[config.mk]
export PLATFORM = sky130hd
export DESIGN_NAME = wildcard_byte_signature_scan_unit
export DESIGN_NICKNAME = d
export VERILOG_FILES = /design/src/rtl/wbss_pkg.sv /design/src/rtl/wildcard_byte_signature_scan_unit.sv
export VERILOG_INCLUDE_DIRS = /design/src /design/src/rtl
export SDC_FILE = /design/constraint.sdc
export NUM_CORES = 2
export LEC_CHECK = 0
export ABC_AREA = 0
export BUFFER_PORTS_ARGS = -buffer_cell sky130_fd_sc_hd__buf_2
export CORE_ASPECT_RATIO = 1.25
export CORE_MARGIN = 4
export CORE_UTILIZATION = 25
export DETAILED_ROUTE_END_ITERATION = 12
export GPL_TIMING_DRIVEN = 1
export PLACE_DENSITY_LB_ADDON = 0.3
export SLEW_MARGIN = 20
export SYNTH_ARGS = -nofsm -noshare
export SYNTH_HDL_FRONTEND = slang
export SYNTH_SLANG_ARGS = --single-unit
[constraint.sdc]
create_clock -name i_clk -period 11.9 [get_ports i_clk]
set_input_delay 0.595 -clock i_clk [delete_from_list [all_inputs] [get_ports i_clk]]
set_output_delay 0.595 -clock i_clk [all_outputs]
set_load 0.1 [all_outputs]
[src/rtl/wildcard_byte_signature_scan_unit_assert.svh]
// Assertion macros for the wildcard byte signature scan unit.
// No dependencies; included by the top level after its logic.
`ifndef WILDCARD_BYTE_SIGNATURE_SCAN_UNIT_ASSERT_SVH
`define WILDCARD_BYTE_SIGNATURE_SCAN_UNIT_ASSERT_SVH

// same-cycle implication
`define WBSS_ASSERT_NOW(label, clk, rst_n, ante, cons) \
    label: assert property (@(posedge clk) disable iff (!(rst_n)) (ante) |-> (cons)) \
        else $error("wbss check failed");

// next-cycle implication
`define WBSS_ASSERT_NEXT(label, clk, rst_n, ante, cons) \
    label: assert property (@(posedge clk) disable iff (!(rst_n)) (ante) |=> (cons)) \
        else $error("wbss check failed");

`endif

[src/rtl/wbss_pkg.sv]
// Package for the wildcard byte signature scan unit: payload types,
// configuration register indexes and default sizes. No dependencies.
package wbss_pkg;

    localparam int MAX_PATTERN_DEF = 32;
    localparam int OFFSET_BITS_DEF = 32;

    localparam int PATTERN_BYTES  = 32;
    localparam int CFG_DATA_W     = 64;
    localparam int CFG_INDEX_W    = 3;
    localparam int PLEN_W         = 6;
    localparam int MATCH_OFFSET_W = 32;

    localparam logic [CFG_INDEX_W-1:0] REG_PATTERN_WORD_0 = 3'd0;
    localparam logic [CFG_INDEX_W-1:0] REG_PATTERN_WORD_1 = 3'd1;
    localparam logic [CFG_INDEX_W-1:0] REG_PATTERN_WORD_2 = 3'd2;
    localparam logic [CFG_INDEX_W-1:0] REG_PATTERN_WORD_3 = 3'd3;
    localparam logic [CFG_INDEX_W-1:0] REG_WILDCARD_MASK  = 3'd4;
    localparam logic [CFG_INDEX_W-1:0] REG_PATTERN_LENGTH = 3'd5;

    typedef struct packed {
        logic [7:0] data_byte;
        logic       region_last;
    } t_in_item;

    typedef struct packed {
        logic                      found;
        logic [MATCH_OFFSET_W-1:0] match_offset;
    } t_out_item;

endpackage

[src/rtl/wildcard_byte_signature_scan_unit.sv]
// Input transactions pass through the input register, then the result register.
// Throughput: one byte per cycle unless output stalls; window compare is combinational.
// At most one result per region; bytes after a match give no result.
// Reset: synchronous, active low; clears region state, handshake state and config
// (pattern bytes and wildcard mask zero, pattern length one).
// Depends on wbss_pkg and wildcard_byte_signature_scan_unit_assert.svh.
module wildcard_byte_signature_scan_unit
    import wbss_pkg::*;
#(
    parameter int MAX_PATTERN = MAX_PATTERN_DEF,
    parameter int OFFSET_BITS = OFFSET_BITS_DEF
) (
    input  logic                   i_clk,
    input  logic                   i_rst_n,
    input  logic                   i_in_valid,
    output logic                   o_in_ready,
    input  t_in_item               i_in_data,
    output logic                   o_out_valid,
    input  logic                   i_out_ready,
    output t_out_item              o_out_data,
    input  logic                   i_cfg_we,
    input  logic [CFG_INDEX_W-1:0] i_cfg_index,
    input  logic [CFG_DATA_W-1:0]  i_cfg_wdata
);

    localparam int LW = $clog2(MAX_PATTERN + 1);
    localparam int PW = (MAX_PATTERN > 1) ? $clog2(MAX_PATTERN) : 1;
    localparam int DW = (OFFSET_BITS > MATCH_OFFSET_W) ? OFFSET_BITS : MATCH_OFFSET_W;

    // configuration
    logic [CFG_DATA_W-1:0]    r_pword [4];
    logic [PATTERN_BYTES-1:0] r_wild;
    logic [PLEN_W-1:0]        r_plen;

    // input stage
    logic     r_in_valid;
    t_in_item r_in;

    // region state
    logic [7:0]             r_window [MAX_PATTERN];
    logic [OFFSET_BITS-1:0] r_seen;
    logic                   r_reported;

    // result stage
    logic      r_out_valid;
    t_out_item r_out;

    logic                   s2_adv;
    logic                   s2_fire;
    logic [LW-1:0]          len_used;
    logic [7:0]             pat_arr  [MAX_PATTERN];
    logic [MAX_PATTERN-1:0] wild_arr;
    logic [7:0]             n_window [MAX_PATTERN];
    logic [MAX_PATTERN-1:0] pos_ok;
    logic [OFFSET_BITS-1:0] n_seen;
    logic                   hit;
    logic [DW-1:0]          diff;

    assign s2_adv      = !r_out_valid || i_out_ready;
    assign s2_fire     = r_in_valid && s2_adv;
    assign o_in_ready  = !r_in_valid || s2_adv;
    assign o_out_valid = r_out_valid;
    assign o_out_data  = r_out;

    always_ff @(posedge i_clk) begin
        if (!i_rst_n) begin
            for (int k = 0; k < 4; k++) begin
                r_pword[k] <= '0;
            end
            r_wild <= '0;
            r_plen <= PLEN_W'(1);
        end else if (i_cfg_we) begin
            case (i_cfg_index)
                REG_PATTERN_WORD_0: r_pword[0] <= i_cfg_wdata;
                REG_PATTERN_WORD_1: r_pword[1] <= i_cfg_wdata;
                REG_PATTERN_WORD_2: r_pword[2] <= i_cfg_wdata;
                REG_PATTERN_WORD_3: r_pword[3] <= i_cfg_wdata;
                REG_WILDCARD_MASK:  r_wild     <= i_cfg_wdata[PATTERN_BYTES-1:0];
                REG_PATTERN_LENGTH: r_plen     <= i_cfg_wdata[PLEN_W-1:0];
                default: ;
            endcase
        end
    end

    // pattern positions past the register space are literal zero bytes
    always_comb begin
        for (int p = 0; p < MAX_PATTERN; p++) begin
            if (p < PATTERN_BYTES) begin
                pat_arr[p]  = r_pword[p >> 3][(p & 7) * 8 +: 8];
                wild_arr[p] = r_wild[p];
            end else begin
                pat_arr[p]  = 8'd0;
                wild_arr[p] = 1'b0;
            end
        end
    end

    always_comb begin
        if (r_plen == '0) begin
            len_used = LW'(1);
        end else if (int'(r_plen) > MAX_PATTERN) begin
            len_used = LW'(MAX_PATTERN);
        end else begin
            len_used = LW'(r_plen);
        end
    end

    // window index 0 holds the newest byte; index j pairs with position len-1-j
    always_comb begin
        int            pos;
        logic [PW-1:0] pidx;
        n_window[0] = r_in.data_byte;
        for (int j = 1; j < MAX_PATTERN; j++) begin
            n_window[j] = r_window[j-1];
        end
        for (int j = 0; j < MAX_PATTERN; j++) begin
            pos  = int'(len_used) - 1 - j;
            pidx = PW'(pos);
            if (j >= int'(len_used)) begin
                pos_ok[j] = 1'b1;
            end else begin
                pos_ok[j] = wild_arr[pidx] || (n_window[j] == pat_arr[pidx]);
            end
        end
    end

    always_comb begin
        n_seen = (r_seen == '1) ? r_seen : r_seen + OFFSET_BITS'(1);
        hit    = (n_seen >= OFFSET_BITS'(len_used)) && (&pos_ok);
        diff   = DW'(n_seen) - DW'(len_used);
    end

    always_ff @(posedge i_clk) begin
        if (!i_rst_n) begin
            r_in_valid <= 1'b0;
        end else if (o_in_ready) begin
            r_in_valid <= i_in_valid;
        end
    end

    always_ff @(posedge i_clk) begin
        if (o_in_ready && i_in_valid) begin
            r_in <= i_in_data;
        end
    end

    // only window entries written in the current region are ever compared
    always_ff @(posedge i_clk) begin
        if (s2_fire && !r_reported) begin
            for (int j = 0; j < MAX_PATTERN; j++) begin
                r_window[j] <= n_window[j];
            end
        end
    end

    always_ff @(posedge i_clk) begin
        if (!i_rst_n) begin
            r_seen     <= '0;
            r_reported <= 1'b0;
        end else if (s2_fire) begin
            if (r_in.region_last) begin
                r_seen     <= '0;
                r_reported <= 1'b0;
            end else if (!r_reported) begin
                r_seen     <= n_seen;
                r_reported <= hit;
            end
        end
    end

    always_ff @(posedge i_clk) begin
        if (!i_rst_n) begin
            r_out_valid <= 1'b0;
        end else if (s2_fire && !r_reported && (hit || r_in.region_last)) begin
            r_out_valid <= 1'b1;
        end else if (i_out_ready) begin
            r_out_valid <= 1'b0;
        end
    end

    always_ff @(posedge i_clk) begin
        if (s2_fire && !r_reported) begin
            if (hit) begin
                r_out.found        <= 1'b1;
                r_out.match_offset <= diff[MATCH_OFFSET_W-1:0];
            end else if (r_in.region_last) begin
                r_out.found        <= 1'b0;
                r_out.match_offset <= '0;
            end
        end
    end

`include "wildcard_byte_signature_scan_unit_assert.svh"

    `WBSS_ASSERT_NOW(a_nomatch_zero_offset, i_clk, i_rst_n, o_out_valid && !o_out_data.found, o_out_data.match_offset == '0)
    `WBSS_ASSERT_NEXT(a_last_clears_region, i_clk, i_rst_n, s2_fire && r_in.region_last, !r_reported && (r_seen == '0))
    `WBSS_ASSERT_NEXT(a_reported_sticks, i_clk, i_rst_n, s2_fire && r_reported && !r_in.region_last, r_reported)

endmodule
# Word-level counts from Yosys, hierarchy flattened
# Memory sizes are Yosys's and may differ from the RTL's.
# Cells that the tools add are included.
# op_classes
n_addsub	34
n_lt_le_gt_ge	98
eq_ne	39
muxes	226
bitwise_logic	36
reduce_logical	52
# ops
cell	count
binary-select mux 8 bit (select 5 bit)	32
2-to-1 mux 8 bit	64
== test 8 bit	32
2-to-1 mux 64 bit	4
>= comparator 6 bit, second input constant	32
< comparator 5 x 6 -> 1 bit, second input constant	32
inverter 5 -> 6 bit	32
binary-select mux 1 bit (select 5 bit)	32
2-to-1 mux 32 bit	4
>= comparator 5 x 6 -> 1 bit, first input constant	16
2-to-1 mux 1 bit	87
subtractor 5 bit, second input constant	16
>= comparator 4 x 6 -> 1 bit, first input constant	8
subtractor 5 x 4 -> 5 bit, second input constant	8
logical OR 1 bit	35
2-to-1 mux 33 bit	1
adder 32 x 1 -> 32 bit, second input constant	1
== test 32 bit, second input constant	1
>= comparator 32 x 6 -> 1 bit	1
AND reduction 32 bit	1
subtractor 32 x 6 -> 32 bit	1
>= comparator 3 x 6 -> 1 bit, first input constant	4
subtractor 5 x 3 -> 5 bit, second input constant	4
>= comparator 1 x 6 -> 1 bit, first input constant	2
other kinds (16)	35
# word_totals
regBits	115
mem_bits_rw	512
in_bits	81
memories	2
# memory_table
name	words	width	read_ports	rd_ports_with_merged_regs	wr	line	text
r_pword	4	64	4	0	4	wildcard_byte_signature_scan_unit.sv:31	logic [CFG_DATA_W-1:0] r_pword [4];
r_window	32	8	31	0	32	wildcard_byte_signature_scan_unit.sv:40	logic [7:0] r_window [MAX_PATTERN];

# Depth between registers and ports, before layout
# depth
ltp_word	17
ltp_mapped	35

# Worst setup path after synthesis
# OpenSTA, ideal clock, no wires.
# synth_timing
kind	register to register
startpoint	register r_plen[1]
endpoint	register r_out (netlist bit o_out_data[0]), enable pin
setup_ps	473
arrival_ps	10630
path_slack_ps	797
stages_incl_launch_ff	35
n_path_buf	16
period_less_slack_ps	11103
cell_sequence	dfxtp_1 > buf_2 > or4_4 > o21ai_4 > buf_8 > buf_6 > buf_4 > buf_2 > buf_2 > buf_1 > ha_1 > buf_2 > buf_2 > inv_1 > buf_1 > buf_1 > clkbuf_1 > ha_1 > clkbuf_1 > buf_2 > buf_2 > buf_1 > mux2i_1 > a22oi_1 > o2111ai_1 > mux2i_1 > nor3_1 > nor4_1 > xor2_1 > nor4_1 > a31oi_1 > or4_4 > nor4b_4 > nand4_4 > o31ai_1
# synth_via
elab_chain_cells	16
elab_cells_between_ends	361
classes_between	32 x add/sub; 34 x order compare; 32 x eq/ne; 194 x mux; 32 x bitwise; 37 x reduce/logical
# synth_rtl
element	line	text
start, declared	wildcard_byte_signature_scan_unit.sv:33	logic [PLEN_W-1:0] r_plen;
start signal, assigned	wildcard_byte_signature_scan_unit.sv:79	REG_PATTERN_LENGTH: r_plen <= i_cfg_wdata[PLEN_W-1:0];
greater-than comparator 6 bit	wildcard_byte_signature_scan_unit.sv:101	end else if (int'(r_plen) > MAX_PATTERN) begin
2-to-1 mux 6 bit	wildcard_byte_signature_scan_unit.sv:101	
2-to-1 mux 6 bit *	wildcard_byte_signature_scan_unit.sv:99	if (r_plen == '0) begin
subtractor 5 x 1 -> 5 bit	wildcard_byte_signature_scan_unit.sv:117	pos = int'(len_used) - 1 - j;
subtractor 5 x 2 -> 5 bit (tied with other cells)	wildcard_byte_signature_scan_unit.sv:117	
inverter 5 -> 6 bit (implied by the code)	wildcard_byte_signature_scan_unit.sv:122	pos_ok[j] = wild_arr[pidx] || (n_window[j] == pat_arr[pidx]);
binary-select mux 8 bit (select 5 bit)	wildcard_byte_signature_scan_unit.sv:122	
2-to-1 mux 8 bit (implied by the code) (2 in series)	wildcard_byte_signature_scan_unit.sv:122	
== test 8 bit	wildcard_byte_signature_scan_unit.sv:122	
logical OR 1 bit	wildcard_byte_signature_scan_unit.sv:122	
2-to-1 mux 1 bit	wildcard_byte_signature_scan_unit.sv:119	if (j >= int'(len_used)) begin
AND reduction 32 bit	wildcard_byte_signature_scan_unit.sv:129	hit = (n_seen >= OFFSET_BITS'(len_used)) && (&pos_ok);
logical AND 1 bit *	wildcard_byte_signature_scan_unit.sv:129	
nonzero test 2 bit (no line) *	--	
AND reduction 2 bit (no line) *	--	
end, declared	wildcard_byte_signature_scan_unit.sv:46	t_out_item r_out;
# Mark *: on every way between the ends. The rest lies on a longest branch, timed or not. The select of a mux whose other input is x is not followed.
# A chain may end at the register's enable or synchronous reset.

# Worst setup path in the final report
# layout_timing
startpoint	register r_plen[4]
endpoint	register r_out (netlist bit o_out_data[2]), enable pin
# The elaborated chain is that of the path after synthesis.

==> metrics.txt <==
wire per inst 33.6 microns; skew final 0.0347 ns; latest clock arrival within the worst-skew pair 0.75 ns; cell with the most instances after synthesis mux2i_1; relative slew slack 8.99%; Hold/Removal Path Class primary input to flop; antenna violations before repair 26; first-pass GRT wire length 372000 microns; post-route ant nets 0; CTS Sinks 619; Ports 116; gr usage total 23.5%; number of flops mapped to enable cells by yosys 546; Post-Syn Area 0.0536 sq mm; Worst R2R Start r_plen[4]$_SDFFE_PN0P_; Fin. Hold Viols 0; Area Overhead vs Synth 10.8%; Synthesized Nets 5539; post-layout minimum cycle time 10.24 ns; initial detailed-routing violation count 7265; fmax 97.6 MHz; Root Buffer clkbuf_16; Hold Path Sink n_window[254]$_DFFE_PP_; layout cells sized above 1 12.8%; Residual DRC 0; Finished Layout Cells 8131; CP Class flop to flop; setup slack, reg-to-reg 1.66 ns; outcome finished clean; PD cells 120 mW/mm^2; Syn Area/Cell 9.87 sq um; total power 7.12 mW; final setup fails 0; vias in the first global route 44946; synthesis warning total 0; dpl cells 7998; CTS Hold Bufs 0; Worst Path Required 12.27 ns; Initial Util 25.2%; Crit Reg-Reg Endpoint o_out_data[2]$_SDFFCE_PN0P_; critical path startpoint category flop; core area 0.213 sq mm; endpoint class of the critical path flop; Worst Path Max Fanout 121; Worst Path Arrival 10.61 ns; largest cells by area after synthesis edfxtp_1 (31%), mux2i_1 (19%), mux4_2 (5.2%); Hold WS 0.0430 ns; largest net degree at the start of global routing 144; Synth Register Bits 619; nets@finish 5408; Setup TNS Final 0 ns; routability cong. 1.11; Pre-antenna DRT Iters 6; most frequent cells after synthesis mux2i_1 (1042), edfxtp_1 (546), nand2_1 (444); Die Ht 526 microns; cell depth of the worst flop-to-flop path 22; RSZ-0062 raised after global routing no; share of the synthesized area in the top cell type 30.6%; Hold Crit Start i_in_data[7]; commonest register cell after synthesis edfxtp_1; Worst-path clk slew 0.07 ns; register area share after synthesis 33.3%; Fillers 22130; TritonCTS clock tree yes; Post-Route WL 273000 microns; via count 48402; worst slew pin tran 1.35 ns; Setup Fix Bufs, Post-CTS 0; CTS resizes 0; CTS Buffer Depth 3; Distinct cells, synth 103; floorplan row count 189; H-tree Lvls 3; worst hold path depth 1; fin crit share 86.1%; DIE AREA 0.222 sq mm; max-cap check violation count 0; Static Leak 21.0 nW; GR Overflow Total 0; Mapped Cells 5430; final core utilization 27.9%; DP HPWL 207000 microns; peak supply drop 0.000122 V; DR vias/cell 5.95; area leader, netlist edfxtp_1; Max Slew Vio Count 0; CTS Buf Count 68; Async S/R FF share, synth 0%; port buffer count 115; Die Wd 422 microns
==> how the worst max path moves through the flow <==
stage / start / end / slack [ns] / cells past startpoint
after floorplan: r_plen[1]$_SDFFE_PN0P_ / o_out_data[0]$_SDFFCE_PN0P_ / 0.80 / 34
after global placement: r_plen[1]$_SDFFE_PN0P_ / o_out_data[3]$_SDFFCE_PN0P_ / 2.02 / 21
after detailed placement: r_plen[1]$_SDFFE_PN0P_ / o_out_data[3]$_SDFFCE_PN0P_ / 1.93 / 20
after CTS: r_plen[1]$_SDFFE_PN0P_ / o_out_data[0]$_SDFFCE_PN0P_ / 1.91 / 20
after global routing: r_plen[4]$_SDFFE_PN0P_ / o_out_data[0]$_SDFFCE_PN0P_ / 1.40 / 22
final: r_plen[4]$_SDFFE_PN0P_ / o_out_data[2]$_SDFFCE_PN0P_ / 1.66 / 22
==> layout make-up <==
type,instances,area [sq um],share of cell area [%]
antenna,9,22.5,0.0379
clock buffer,82,1770,2.99
clock inverter,42,462,0.778
inverter,51,209,0.352
multi-input combinational,4325,34000,57.3
sequential,619,17900,30.1
tap,2769,3460,5.84
timing repair buffer,234,1540,2.60
==> layout by cell type (no fill, tap or decap), types with 21 or more instances in the layout <==
| master | n |
|---|---|
| o21ai_0 | 73 |
| nand2b_1 | 22 |
| and3_1 | 38 |
| a22oi_1 | 165 |
| a31oi_1 | 73 |
| dfxtp_1 | 69 |
| inv_1 | 40 |
| o22ai_1 | 47 |
| nor3_1 | 121 |
| a21oi_1 | 280 |
| buf_4 | 113 |
| or3_1 | 82 |
| buf_2 | 115 |
| a211oi_1 | 24 |
| ha_1 | 24 |
| nor4_1 | 41 |
| o2111ai_1 | 22 |
| o221ai_1 | 22 |
| clkbuf_16 | 68 |
| mux2i_1 | 1041 |
| and2_1 | 279 |
| nor3b_1 | 27 |
| nand4_1 | 64 |
| a221oi_1 | 29 |
| o311ai_0 | 21 |
| nor2_1 | 264 |
| edfxtp_1 | 546 |
| mux2_2 | 87 |
| o211ai_1 | 45 |
| xnor2_1 | 258 |
| nand2_1 | 442 |
| mux4_2 | 123 |
| nand3_1 | 85 |
| nor3_2 | 28 |
| xor2_1 | 191 |
==> registers in the layout (all words and copies together), names as in the netlist <==
| name | count |
|---|---|
| r_in | 1 |
| r_in_valid | 1 |
| r_window | 248 |
| o_out_data | 33 |
| r_seen | 32 |
| r_wild | 32 |
| n_window | 8 |
| r_pword | 256 |
| r_reported | 1 |
| o_out_valid | 1 |
| r_plen | 6 |
==> through the flow <==
stage                     setup WS (ns)  area [sq um]
after floorplan                   0.797         53600
after global placement             2.02         57000
after detailed placement           1.93         57100
after CTS                          1.91         59300
after global routing               1.40         59400
final                              1.66         59400
==> power breakdown <==
group / leakage (nW) / internal (mW) / switching (mW)
Sequential: 5.75 / 2.48 / 0.245
Combinational: 14.2 / 0.704 / 1.46
Clock: 1.09 / 1.22 / 1.02
==> worst max-delay path, cell delays in order (launching register included) <==
cell and delay, ns:
dfxtp_1 0.86, or4_4 0.28, o21ai_4 0.09, inv_8 0.61, ha_1 0.54, inv_1 0.26
xnor2_4 0.69, ha_4 0.62, buf_4 0.62, nand2b_1 0.60, or3_1 0.51, o2111ai_1 0.13
mux2i_1 0.16, nor3_1 0.17, nor4_1 0.11, xor2_1 0.16, nor4_1 0.43, a31oi_1 0.23
or4_4 0.59, nor4b_4 0.32, nand4_4 0.69, o31ai_4 0.45, buf_4 0.43
==> routing by layer <==
| layer | routed length, microns | global-route usage (%) | share of wire, % |
|---|---|---|---|
| met1 | 101000 | 28.2 | 37 |
| met2 | 122000 | 37.1 | 45 |
| met3 | 25800 | 5.18 | 9.4 |
| met4 | 24500 | 17.1 | 9.0 |
| met5 | 19 | 0 | 0.0070 |
==> cells by family (layout without fill, tap and decap cells) <==
group           count (synthesis)  after routing  share of synthesized area, %
mux                          1255           1255                          26.5
compound gates                996            996                          12.6
fa+ha+maj                      28             28                         0.668
xor+xnor                      466            466                          7.68
flops                         619            619                          33.3
other cells                     0              9                             0
buf+inv                       486            409                          4.03
simple gates                 1580           1580                          15.2
Power figures use the tool's default switching activity.
